<file path="config.mk">
export PLATFORM = sky130hd
export DESIGN_NAME = button_arm_combo_qualifier
export DESIGN_NICKNAME = d
export VERILOG_FILES = /design/src/design/bacq_pkg.sv /design/src/design/bacq_core.sv /design/src/design/button_arm_combo_qualifier.sv
export SDC_FILE = /design/constraint.sdc
export NUM_CORES = 1
export LEC_CHECK = 0
export BUFFER_PORTS_ARGS = -buffer_cell sky130_fd_sc_hd__buf_2
export CAP_MARGIN = 15
export CORE_MARGIN = 1.5
export CORE_UTILIZATION = 64
export DETAILED_ROUTE_END_ITERATION = 6
export PLACE_DENSITY = 0.81
export RECOVER_POWER = 25
export SYNTH_ARGS = -nofsm -noshare
export SYNTH_HDL_FRONTEND = slang
export SYNTH_SLANG_ARGS = --single-unit
</file>
<file path="constraint.sdc">
create_clock -name clk -period 10.5 [get_ports clk]
set_clock_uncertainty 0.15 [all_clocks]
set_input_delay 0.525 -clock clk [delete_from_list [all_inputs] [get_ports clk]]
set_output_delay 0.525 -clock clk [all_outputs]
set_load 0.01 [all_outputs]
</file>
<file path="src/design/bacq_pkg.sv">
// Shared types and constants for the arm-button and combo qualifier.
`default_nettype none

package bacq_pkg;

  // Time base and qualification windows, in millisecond ticks.
  localparam int unsigned TIME_BITS      = 32;
  localparam int unsigned DEBOUNCE_TICKS = 20;
  localparam int unsigned LOCKOUT_TICKS  = 80;

  // Divider widths and their start values after reset.
  localparam int unsigned PERIOD_BITS  = 13;
  localparam int unsigned WINDOW_BITS  = 11;
  localparam int unsigned BEAT_START   = 1000;
  localparam int unsigned SAMPLE_START = 500;
  localparam int unsigned WINDOW_START = 300;

  // Mode and armed flags come out of reset at these values; the core keeps no
  // default registers, and writes to their indices are dropped.
  localparam logic DEFAULT_MODE_RST  = 1'b0;
  localparam logic DEFAULT_ARMED_RST = 1'b0;

  // Configuration port.
  localparam int unsigned CFG_INDEX_BITS = 3;
  localparam int unsigned CFG_DATA_BITS  = 13;

  localparam logic [CFG_INDEX_BITS-1:0] REG_COMBO_WINDOW  = 3'd0;
  localparam logic [CFG_INDEX_BITS-1:0] REG_DEFAULT_MODE  = 3'd1;
  localparam logic [CFG_INDEX_BITS-1:0] REG_DEFAULT_ARMED = 3'd2;
  localparam logic [CFG_INDEX_BITS-1:0] REG_BEAT_PERIOD   = 3'd3;
  localparam logic [CFG_INDEX_BITS-1:0] REG_SAMPLE_PERIOD = 3'd4;

  // Input operation codes.
  localparam logic [1:0] OP_TICK  = 2'd0;
  localparam logic [1:0] OP_ARM   = 2'd1;
  localparam logic [1:0] OP_SW_B  = 2'd2;
  localparam logic [1:0] OP_SW_C  = 2'd3;

  // Event result codes.
  localparam logic [2:0] EV_NONE        = 3'd0;
  localparam logic [2:0] EV_ARM_TOGGLED = 3'd1;
  localparam logic [2:0] EV_ARM_LOCKED  = 3'd2;
  localparam logic [2:0] EV_EDGE_OK     = 3'd3;
  localparam logic [2:0] EV_EDGE_BOUNCE = 3'd4;

  // Combo result codes.
  localparam logic [1:0] COMBO_NONE    = 2'd0;
  localparam logic [1:0] COMBO_FLIP    = 2'd1;
  localparam logic [1:0] COMBO_EXPIRED = 2'd2;

  typedef logic [TIME_BITS-1:0]   time_t;
  typedef logic [PERIOD_BITS-1:0] period_t;

  // Input word.
  typedef struct packed {
    logic [1:0] op;
    logic       level;
  } in_word_t;

  // Result word.
  typedef struct packed {
    logic       act_led;
    logic       armed_now;
    logic       mode_now;
    logic       b_pressed;
    logic       c_pressed;
    logic       heartbeat;
    logic       sample_strobe;
    logic [2:0] event_res;
    logic [1:0] combo;
  } out_word_t;

  // One configuration write as seen by the core.
  typedef struct packed {
    logic                      en;
    logic [CFG_INDEX_BITS-1:0] index;
    logic [CFG_DATA_BITS-1:0]  data;
  } cfg_write_t;

endpackage

`default_nettype wire

</file>
<file path="src/design/bacq_core.sv">
// Qualifier state and the single-pass step logic for one input word.
`default_nettype none

module bacq_core (
  input  wire logic                clk,
  input  wire logic                rst_n,
  input  wire logic                step_en,
  input  wire bacq_pkg::in_word_t  step_word,
  input  wire bacq_pkg::cfg_write_t cfg_wr,
  output bacq_pkg::out_word_t      step_res
);

  typedef enum logic [1:0] {
    WAIT_NONE = 2'd0,
    WAIT_C    = 2'd1,
    WAIT_B    = 2'd2
  } wait_t;

  // Configuration registers.
  logic [bacq_pkg::WINDOW_BITS-1:0] window_r;
  bacq_pkg::period_t                beat_period_r;
  bacq_pkg::period_t                sample_period_r;

  // Qualifier state.
  bacq_pkg::time_t   time_r, time_nxt;
  bacq_pkg::time_t   last_arm_r, last_arm_nxt;
  bacq_pkg::time_t   last_b_r, last_b_nxt;
  bacq_pkg::time_t   last_c_r, last_c_nxt;
  bacq_pkg::time_t   combo_start_r, combo_start_nxt;
  wait_t             wait_r, wait_nxt;
  logic              armed_r, armed_nxt;
  logic              mode_r, mode_nxt;
  logic              b_stable_r, b_stable_nxt;
  logic              c_stable_r, c_stable_nxt;
  bacq_pkg::period_t beat_r, beat_nxt;
  bacq_pkg::period_t sample_r, sample_nxt;
  logic              heart_r, heart_nxt;

  bacq_pkg::time_t arm_since;
  bacq_pkg::time_t sw_since;
  bacq_pkg::time_t combo_since;
  wait_t           wait_evt;
  logic            strobe;
  logic [2:0]      ev;
  logic [1:0]      combo;
  logic            sw_cond;

  // Configuration writes. The core keeps no default registers, so writes to
  // their indices are taken and dropped.
  always_ff @(posedge clk) begin
    if (!rst_n) begin
      window_r        <= bacq_pkg::WINDOW_BITS'(bacq_pkg::WINDOW_START);
      beat_period_r   <= bacq_pkg::PERIOD_BITS'(bacq_pkg::BEAT_START);
      sample_period_r <= bacq_pkg::PERIOD_BITS'(bacq_pkg::SAMPLE_START);
    end else if (cfg_wr.en) begin
      case (cfg_wr.index)
        bacq_pkg::REG_COMBO_WINDOW:  window_r <= cfg_wr.data[bacq_pkg::WINDOW_BITS-1:0];
        bacq_pkg::REG_BEAT_PERIOD:   beat_period_r <= cfg_wr.data;
        bacq_pkg::REG_SAMPLE_PERIOD: sample_period_r <= cfg_wr.data;
        default: ;
      endcase
    end
  end

  // Elapsed times for the arm lockout and the switch debounce.
  assign arm_since = time_r - last_arm_r;
  assign sw_since  = time_r - ((step_word.op == bacq_pkg::OP_SW_B) ? last_b_r : last_c_r);

  // Event handling: tick, arm press or switch edge.
  always_comb begin
    time_nxt        = time_r;
    last_arm_nxt    = last_arm_r;
    last_b_nxt      = last_b_r;
    last_c_nxt      = last_c_r;
    combo_start_nxt = combo_start_r;
    wait_evt        = wait_r;
    armed_nxt       = armed_r;
    b_stable_nxt    = b_stable_r;
    c_stable_nxt    = c_stable_r;
    beat_nxt        = beat_r;
    sample_nxt      = sample_r;
    heart_nxt       = heart_r;
    strobe          = 1'b0;
    ev              = bacq_pkg::EV_NONE;
    case (step_word.op)
      bacq_pkg::OP_TICK: begin
        time_nxt = time_r + bacq_pkg::time_t'(1);
        if (beat_r <= bacq_pkg::period_t'(1)) begin
          beat_nxt  = beat_period_r;
          heart_nxt = ~heart_r;
        end else begin
          beat_nxt = beat_r - bacq_pkg::period_t'(1);
        end
        if (sample_r <= bacq_pkg::period_t'(1)) begin
          sample_nxt = sample_period_r;
          strobe     = 1'b1;
        end else begin
          sample_nxt = sample_r - bacq_pkg::period_t'(1);
        end
      end
      bacq_pkg::OP_ARM: begin
        if (arm_since >= bacq_pkg::time_t'(bacq_pkg::LOCKOUT_TICKS)) begin
          last_arm_nxt = time_r;
          armed_nxt    = ~armed_r;
          ev           = bacq_pkg::EV_ARM_TOGGLED;
        end else begin
          ev = bacq_pkg::EV_ARM_LOCKED;
        end
      end
      default: begin
        if (sw_since >= bacq_pkg::time_t'(bacq_pkg::DEBOUNCE_TICKS)) begin
          if (step_word.op == bacq_pkg::OP_SW_B) begin
            last_b_nxt   = time_r;
            b_stable_nxt = step_word.level;
          end else begin
            last_c_nxt   = time_r;
            c_stable_nxt = step_word.level;
          end
          // A press, even at the same level, restarts the combo window.
          if (!step_word.level) begin
            combo_start_nxt = time_r;
            wait_evt = (step_word.op == bacq_pkg::OP_SW_B) ? WAIT_C : WAIT_B;
          end
          ev = bacq_pkg::EV_EDGE_OK;
        end else begin
          ev = bacq_pkg::EV_EDGE_BOUNCE;
        end
      end
    endcase
  end

  // Combo check on the updated state.
  assign combo_since = time_nxt - combo_start_nxt;

  always_comb begin
    wait_nxt = wait_evt;
    mode_nxt = mode_r;
    combo    = bacq_pkg::COMBO_NONE;
    if (wait_evt != WAIT_NONE) begin
      if (combo_since > bacq_pkg::time_t'(window_r)) begin
        wait_nxt = WAIT_NONE;
        combo    = bacq_pkg::COMBO_EXPIRED;
      end else if ((wait_evt == WAIT_C && !c_stable_nxt) ||
                   (wait_evt == WAIT_B && !b_stable_nxt)) begin
        wait_nxt = WAIT_NONE;
        mode_nxt = ~mode_r;
        combo    = bacq_pkg::COMBO_FLIP;
      end
    end
  end

  // Result word for this step.
  assign sw_cond = mode_nxt ? (!b_stable_nxt && !c_stable_nxt)
                            : (!b_stable_nxt || !c_stable_nxt);

  always_comb begin
    step_res.act_led       = sw_cond && armed_nxt;
    step_res.armed_now     = armed_nxt;
    step_res.mode_now      = mode_nxt;
    step_res.b_pressed     = !b_stable_nxt;
    step_res.c_pressed     = !c_stable_nxt;
    step_res.heartbeat     = heart_nxt;
    step_res.sample_strobe = strobe;
    step_res.event_res     = ev;
    step_res.combo         = combo;
  end

  // State registers.
  always_ff @(posedge clk) begin
    if (!rst_n) begin
      time_r        <= '0;
      last_arm_r    <= '0;
      last_b_r      <= '0;
      last_c_r      <= '0;
      combo_start_r <= '0;
      wait_r        <= WAIT_NONE;
      armed_r       <= bacq_pkg::DEFAULT_ARMED_RST;
      mode_r        <= bacq_pkg::DEFAULT_MODE_RST;
      b_stable_r    <= 1'b1;
      c_stable_r    <= 1'b1;
      beat_r        <= bacq_pkg::PERIOD_BITS'(bacq_pkg::BEAT_START);
      sample_r      <= bacq_pkg::PERIOD_BITS'(bacq_pkg::SAMPLE_START);
      heart_r       <= 1'b0;
    end else if (step_en) begin
      time_r        <= time_nxt;
      last_arm_r    <= last_arm_nxt;
      last_b_r      <= last_b_nxt;
      last_c_r      <= last_c_nxt;
      combo_start_r <= combo_start_nxt;
      wait_r        <= wait_nxt;
      armed_r       <= armed_nxt;
      mode_r        <= mode_nxt;
      b_stable_r    <= b_stable_nxt;
      c_stable_r    <= c_stable_nxt;
      beat_r        <= beat_nxt;
      sample_r      <= sample_nxt;
      heart_r       <= heart_nxt;
    end
  end

  // A combo hit flips the stored mode.
  a_flip_mode: assert property (@(posedge clk) disable iff (!rst_n)
    step_en && step_res.combo == bacq_pkg::COMBO_FLIP |=> mode_r != $past(mode_r))
    else $error("combo flip did not change mode");

  // An accepted arm press toggles the stored armed flag.
  a_arm_toggle: assert property (@(posedge clk) disable iff (!rst_n)
    step_en && step_res.event_res == bacq_pkg::EV_ARM_TOGGLED |=> armed_r != $past(armed_r))
    else $error("arm toggle did not change armed flag");

  // Only a tick moves the time base.
  a_time_tick: assert property (@(posedge clk) disable iff (!rst_n)
    step_en && step_word.op != bacq_pkg::OP_TICK |=> time_r == $past(time_r))
    else $error("time base moved on a non-tick word");

  // The sample strobe only fires on a tick.
  a_strobe_tick: assert property (@(posedge clk) disable iff (!rst_n)
    step_res.sample_strobe |-> step_word.op == bacq_pkg::OP_TICK)
    else $error("sample strobe on a non-tick word");

endmodule

`default_nettype wire

</file>
<file path="src/design/button_arm_combo_qualifier.sv">
// Top level of the arm-button and two-switch combo qualifier.
// Each word (tick, arm press, switch B or C edge) enters an input register,
// is processed in one pass against the qualifier state, and leaves through a
// result register: one result word per input word. A new word can be taken
// every cycle while the output is not stalled; the core updates its state as
// each word moves from the input register to the result register.
// Configuration writes are always ready and should only be issued while no
// word is in flight.
`default_nettype none

module button_arm_combo_qualifier (
  input  wire logic                                   clk,
  input  wire logic                                   rst_n,
  input  wire logic                                   in_valid,
  output logic                                        in_stall,
  input  wire bacq_pkg::in_word_t                     in_word,
  output logic                                        out_valid,
  input  wire logic                                   out_stall,
  output bacq_pkg::out_word_t                         out_word,
  input  wire logic                                   cfg_valid,
  output logic                                        cfg_ready,
  input  wire logic [bacq_pkg::CFG_INDEX_BITS-1:0]    cfg_index,
  input  wire logic [bacq_pkg::CFG_DATA_BITS-1:0]     cfg_data
);

  logic                 s1_valid_r;
  bacq_pkg::in_word_t   s1_word_r;
  logic                 out_valid_r;
  bacq_pkg::out_word_t  out_word_r;
  logic                 out_free;
  logic                 s1_adv;
  bacq_pkg::out_word_t  step_res;
  bacq_pkg::cfg_write_t cfg_wr;

  // Handshake: the input register drains whenever the result register can load.
  assign out_free = !out_valid_r || !out_stall;
  assign s1_adv   = s1_valid_r && out_free;
  assign in_stall = s1_valid_r && !out_free;

  assign cfg_ready    = 1'b1;
  assign cfg_wr.en    = cfg_valid;
  assign cfg_wr.index = cfg_index;
  assign cfg_wr.data  = cfg_data;

  // Input register.
  always_ff @(posedge clk) begin
    if (!rst_n) begin
      s1_valid_r <= 1'b0;
    end else if (!in_stall) begin
      s1_valid_r <= in_valid;
    end
  end

  always_ff @(posedge clk) begin
    if (in_valid && !in_stall) begin
      s1_word_r <= in_word;
    end
  end

  bacq_core u_core (
    .clk       (clk),
    .rst_n     (rst_n),
    .step_en   (s1_adv),
    .step_word (s1_word_r),
    .cfg_wr    (cfg_wr),
    .step_res  (step_res)
  );

  // Result register.
  always_ff @(posedge clk) begin
    if (!rst_n) begin
      out_valid_r <= 1'b0;
    end else if (s1_adv) begin
      out_valid_r <= 1'b1;
    end else if (!out_stall) begin
      out_valid_r <= 1'b0;
    end
  end

  always_ff @(posedge clk) begin
    if (s1_adv) begin
      out_word_r <= step_res;
    end
  end

  assign out_valid = out_valid_r;
  assign out_word  = out_word_r;

  // Back-pressure only reaches the input when a word is waiting.
  a_stall_holds: assert property (@(posedge clk) disable iff (!rst_n)
    in_stall |-> s1_valid_r && out_valid_r && out_stall)
    else $error("input stalled with nothing waiting");

  // The action LED never lights while disarmed.
  a_led_armed: assert property (@(posedge clk) disable iff (!rst_n)
    out_valid_r && out_word_r.act_led |-> out_word_r.armed_now)
    else $error("action LED on while disarmed");

endmodule

`default_nettype wire
</file>
---- Word-level counts from Yosys, hierarchy flattened ----
Index checks and enable logic that the tools add are counted.
word-level totals
  output and inout port bits .............. 15
  input port bits ......................... 24
  logic and storage cells ................. 118
  bits in registers ....................... 247
cells by class
  order comparisons ....................... 5
  bitwise operators ....................... 6
  mux-type cells .......................... 36
  $add $sub $neg .......................... 6
  equal/unequal tests ..................... 7
  reductions and logical operators ........ 28
operators with widths
  operator                                                                           count
  32-bit 2-to-1 mux                                                                  5
  32-bit subtractor                                                                  3
  32-bit by 1-bit adder with 32-bit output, second input constant                    1
  32-bit by 5-bit >= comparator with 1-bit output, second input constant             1
  32-bit by 7-bit >= comparator with 1-bit output, second input constant             1
  32-bit by 11-bit greater-than comparator with 1-bit output                         1
  13-bit by 1-bit less-or-equal comparator with 1-bit output, second input constant  2
  13-bit 2-to-1 mux                                                                  2
  13-bit by 1-bit subtractor with 13-bit output, second input constant               2
  1-bit 2-to-1 mux                                                                   18
  2-bit 2-to-1 mux                                                                   9
  2-bit AND reduction                                                                4
  4-bit AND reduction                                                                2
  1-bit logical AND                                                                  7
  1-bit zero test                                                                    6
  1-bit NOT                                                                          6
  3-bit one-hot mux with 2 select lines                                              1
  2-bit by 1-bit equality test with 1-bit output, second input constant              2
  2-bit equality test, second input constant                                         2
  2-bit OR reduction                                                                 2
  3-bit by 2-bit equality test with 1-bit output, second input constant              1
  3-bit equality test, second input constant                                         1
  3-bit zero test                                                                    1
  1-bit logical OR                                                                   3
  other kinds (5)                                                                    5

---- Longest topological paths before layout ----
  depth after elaboration ................. 14
  depth in mapped cells ................... 42
  gate-level depth less buffers ........... 39

---- By module ----
From an unflattened synthesis, not the netlist that was laid out.
second synthesis, totals
  cells, all modules ...................... 2315
  area total of the unflattened synthesis .. 18053.6 µm²
by module, submodules not included
  module                      cells each  instances  seq. area each (µm²)  area each (µm²)
  bacq_core                   2290        1          4604.4                17508.0
  button_arm_combo_qualifier  25          1          490.5                 545.5

---- Worst setup path before layout ----
OpenSTA, ideal clock, no wires.
  path kind ............................... reg-to-reg
  start point ............................. reg s1_word_r[2] (netlist bit)
  end point ............................... reg u_core.wait_r[1]
  data required time ...................... 10.280 ns
  buffers on the path ..................... 4
  slack ................................... 0.981 ns
  setup time .............................. 0.070 ns
  period minus slack after synthesis ...... 9.519 ns
  cell stages (with the launch flop) ...... 42
  data arrival time ....................... 9.299 ns
  cells stage by stage .................... edfxtp_1 nand2b_2 buf_6 clkbuf_1 mux2i_1 fa_1 a211oi_1 o21a_1 nor3_2 o31a_1 and4_1 nor3_2 o2111ai_2 or4_1 buf_6 nand2_1 buf_1 nand2_1 [... 6 more ...] o21bai_1 a21oi_1 o21ai_0 a21oi_1 o21ai_0 xnor2_1 xnor2_1 ha_1 nand4_1 o32ai_1 nor2_1 or4_1 nor4_1 nand3_1 a2111oi_4 nand3_2 or4b_1 a21boi_1
on the way
  elaborated cells between the ends (all ways) .. 33
  classes of those cells .................. add/sub: 2; order compare: 2; eq/ne: 4; mux: 17; reduce/logical: 8
RTL lines
  what                                                            RTL line                          text
  start: declaration                                              button_arm_combo_qualifier.sv:27  bacq_pkg::in_word_t s1_word_r;
  start signal: assignment                                        button_arm_combo_qualifier.sv:56  s1_word_r <= in_word;
  2-bit equality test                                             bacq_core.sv:67                   assign sw_since = time_r - ((step_word.op == bacq_pkg::OP_SW_B) ? last_b_r : last_c_r);
  32-bit 2-to-1 mux                                               bacq_core.sv:67
  32-bit subtractor                                               bacq_core.sv:67
  32-bit by 5-bit >= comparator with 1-bit output                 bacq_core.sv:111                  if (sw_since >= bacq_pkg::time_t'(bacq_pkg::DEBOUNCE_TICKS)) begin
  32-bit 2-to-1 mux                                               bacq_core.sv:111
  32-bit 2-to-1 mux (*)                                           bacq_core.sv:85                   case (step_word.op)
  named net u_core.combo_start_nxt[0]                             bacq_core.sv:29                   bacq_pkg::time_t combo_start_r, combo_start_nxt;
  32-bit subtractor (*)                                           bacq_core.sv:133                  assign combo_since = time_nxt - combo_start_nxt;
  32-bit by 11-bit greater-than comparator with 1-bit output (*)  bacq_core.sv:140                  if (combo_since > bacq_pkg::time_t'(window_r)) begin
  2-bit 2-to-1 mux (*)                                            bacq_core.sv:140
  2-bit 2-to-1 mux (*)                                            bacq_core.sv:139                  if (wait_evt != WAIT_NONE) begin
  end signal: assignment                                          bacq_core.sv:190                  wait_r <= wait_nxt;
  end: declaration                                                bacq_core.sv:30                   wait_t wait_r, wait_nxt;
Mark *: on every way through the listed nets, which the timed path passes. The rest lies on a longest branch.
A chain may end at the register's enable or synchronous reset.

---- Final worst setup path ----
  start point ............................. reg s1_word_r[2] (netlist bit)
  end point ............................... reg u_core.wait_r[1]
on the way
  cells in the longest elaborated chain, start to end .. 12
  elaborated cells between the ends (all ways) .. 33
  classes of those cells .................. add/sub: 2; order compare: 2; eq/ne: 4; mux: 17; reduce/logical: 8
ends and longest elaborated chain
  what                                                                        RTL line
  parallel branches: the longest is 11 deep, another holds 32-bit subtractor  -
  2-bit 2-to-1 mux (*)                                                        bacq_core.sv:139
Mark *: on every way between the ends.

==> results_dict.tcl <==
set metrics [dict create \
    slew_headroom -1.847 \
    fin_crit_ps 9968 \
    syn_avg_cell_area_sq_um 8.070 \
    avgRoutedWirePerCell_um 18.66 \
    synthesis.nets 2367 \
    die-height_um 170.8 \
    grt_pass1_vias 15586 \
    die_w_um 170.8 \
    cts_sinks 247 \
    rows 61 \
    critical_path_depth 36 \
    critPathRequiredTime_ps 10840 \
    rr_worst_depth 36 \
    fin_setup_tns_ps 0 \
    p_comb_frac 0.119 \
    grt_pass1_wl_mm 78.31 \
    setup_violations 0 \
    p_seq_frac 0.435 \
    synth_area_leaders "dfxtp_1, mux2i_1, ha_1" \
    drc 0 \
    cp_max_fo 21 \
    syn_area_sq_um 18010 \
    finalHoldViolCount 0 \
    portBuffers 37 \
    end_kind "register" \
    wl_mm 48.67 \
    synth_edf_count 15 \
    p_leak_nw 8.351 \
    crit_arrival_ps 10310 \
    cp-start-kind "register" \
    fillers 2291 \
    cp_slowest_cell "or4_4" \
    failed_checks "capacitance limit, slew limit" \
    layout-drive-gt1-share 0.07485 \
    powerDensity_nw_per_um2 115.2 \
    synthCells 2232 \
    finalPower_mw 2.239 \
    finalNonFillerCells 2609 \
    status "complete, but fails checks" \
    grt_max_degree 119 \
    diodes 0 \
    hpwlAfterDp_mm 35.60 \
    maxCapViolCount 3 \
    drt_iter0_markers 1344 \
    track_usage 0.3317 \
    ys.warnings.count 0 \
    dieArea_sq_um 29160 \
    vias 16369 \
    slew_violations 269 \
    yosysSeqAreaShare 0.2829 \
    tightest_slew_ps 4271 \
    ios 39 \
    gp_congestion 0.9754 \
    overflow 0 \
    clkLatencyLatePin_ps 580 \
    critPathLaunch "s1_word_r[2]$_DFFE_PP_" \
    period_share 0.9494 \
    reg2reg_slack_ps 530 \
    layout_commonest_cell "nand2_1" \
    cts.clk_slew.worst_paths_ps 60 \
    dp.cells 2554 \
    initial_utilization 0.6501 \
    path_class "register to register" \
    cts_tree "done" \
    cpLargestDelayFamily "simple AND/OR/NAND/NOR gates" \
    crit_top_cell "a21oi_1" \
    crit_buf_inv 2 \
    viasPerCell 6.274 \
    synth.distinct_cells 102 \
    fin_util 0.7016 \
    fmaxAchievable_ghz 0.1003 \
    swShare 0.2676 \
    antenna_found_initial 0 \
    antenna_left 0 \
    crit_path_max_incr_delay_ps 700 \
    cts.path.max_buffers 3 \
    reg2reg_to "u_core.wait_r[1]$_SDFFE_PN0P_" \
    most-common-layout-cells "nand2_1, dfxtp_1, mux2i_1, nor2b_1, nor2_1" \
    cts.htree.levels 1 \
    coreArea_sq_um 27710 \
    synth_top_area_frac 0.2578 \
    synthFlopType "dfxtp_1" \
    drtPass1Iterations 6 \
    synth_top_cell_by_area "dfxtp_1" \
    cts_buffers 29 \
    p_clk_frac 0.446 \
    ir_drop_v 0.0001132 \
    fin_nets 2343 \
    ys_async_sr_fraction 0 \
    p_sw_uw 598.9 \
    ys_ff_latch 247 \
    areaGrowthSynthToFinish_pct 7.919 \
    intPower_mw 1.640 \
    reg2reg_from "s1_word_r[2]$_DFFE_PP_" \
    min_path_type "input pin to register" \
    worstSetupEndpoint "u_core.wait_r[1]$_SDFFE_PN0P_" \
    cts_root_buffer "clkbuf_16" \
]
## cells by family (layout without fill, tap and decap cells)
kind of cell | count (synthesis) | in the layout | synth area share
muxes | 170 | 170 | 0.09551
other | 1 | 1 | 0.0002082
adders and majority gates | 111 | 111 | 0.07836
xor gates and xnor gates | 99 | 99 | 0.04897
buffers and inverters | 222 | 221 | 0.04814
and+or+nand+nor | 854 | 854 | 0.2428
AOI/OAI and AO/OA | 528 | 528 | 0.2032
DFF | 247 | 247 | 0.2829
## sequential cells by signal, summed over array words and instances, names as in the netlist
| signal | flops |
|---|---|
| s1_word_r | 3 |
| u_core.c_stable_r | 1 |
| u_core.heart_r | 1 |
| u_core.beat_period_r | 13 |
| out_valid | 1 |
| u_core.armed_r | 1 |
| u_core.last_arm_r | 32 |
| u_core.b_stable_r | 1 |
| u_core.sample_period_r | 13 |
| out_word | 12 |
| u_core.wait_r | 2 |
| u_core.time_r | 32 |
| u_core.last_b_r | 32 |
| u_core.window_r | 11 |
| s1_valid_r | 1 |
| u_core.sample_r | 13 |
| u_core.last_c_r | 32 |
| u_core.combo_start_r | 32 |
| u_core.beat_r | 13 |
| u_core.mode_r | 1 |
## cell type report
type                    instances  area (sq um)  share of cell area
inverters                      89         334.1             0.01719
flip-flops and latches        247          5095              0.2621
multi-input cells            1763         12100              0.6226
clock buffers                  42         855.8             0.04403
well taps                     378         473.0             0.02433
clock inverters                12         98.84            0.005085
repair buffers                 78         479.2             0.02465
## cells in the mapped netlist (all sizes together) (55+ instances only)
library cell / count
nand2: 270
dfxtp: 232
mux2i: 168
nor2: 126
nor2b: 124
a21oi: 123
clkbuf: 113
ha: 108
o21ai: 106
inv: 89
nor3: 66
nand3: 60
xnor2: 55
## metrics by stage
stage	worst slack (ps)	hold WS (ps)	instance area (sq um)
4_1_cts	252.7	4.621	19450
3_5_place_dp	371.2	308.9	18490
2_1_floorplan	981.2	290.3	18010
6_report	531.6	20.83	19440
3_3_place_gp	604.5	302.6	18490
5_1_grt	-1.689	18.60	19440
## power groups by stage
stage / Clock (mW) / Sequential, mW / Combinational (mW)
3_5_place_dp: 0 / 0.994 / 0.257
4_1_cts: 1.01 / 0.974 / 0.259
3_3_place_gp: 0 / 0.993 / 0.251
2_1_floorplan: 0 / 0.992 / 0.195
5_1_grt: 1.05 / 0.976 / 0.293
6_report: 0.998 / 0.975 / 0.266
## worst min path at each step
stage,startpoint,endpoint,slack [ps],cells after the start
4_1_cts,in_valid,s1_valid_r$_SDFFE_PN0N_,5,2
3_5_place_dp,u_core.beat_period_r[12]$_SDFFE_PN0P_,u_core.beat_period_r[12]$_SDFFE_PN0P_,310,2
5_1_grt,in_valid,s1_valid_r$_SDFFE_PN0N_,20,2
6_report,in_valid,s1_valid_r$_SDFFE_PN0N_,20,2
2_1_floorplan,u_core.sample_period_r[10]$_SDFFE_PN0P_,u_core.sample_period_r[10]$_SDFFE_PN0P_,290,2
3_3_place_gp,u_core.beat_period_r[3]$_SDFFE_PN1P_,u_core.beat_period_r[3]$_SDFFE_PN1P_,300,2
## repair_timing
action,CTS,global route
hold endpoints to repair,1,0
setup buffers,0,0
setup endpoints to repair,0,7
gates resized for setup,0,6
hold buffers,1,0
## layer usage
layer	share of wire	wire [um]	vias up	track usage
met3	0.062	3008	104	0.04141
li1	-	-	7943	-
met4	0.028	1375	0	0.1135
met2	0.45	21960	539	0.5430
met5	0	0	-	0
met1	0.46	22330	7783	0.4508
Power figures use the tool's default switching activity.
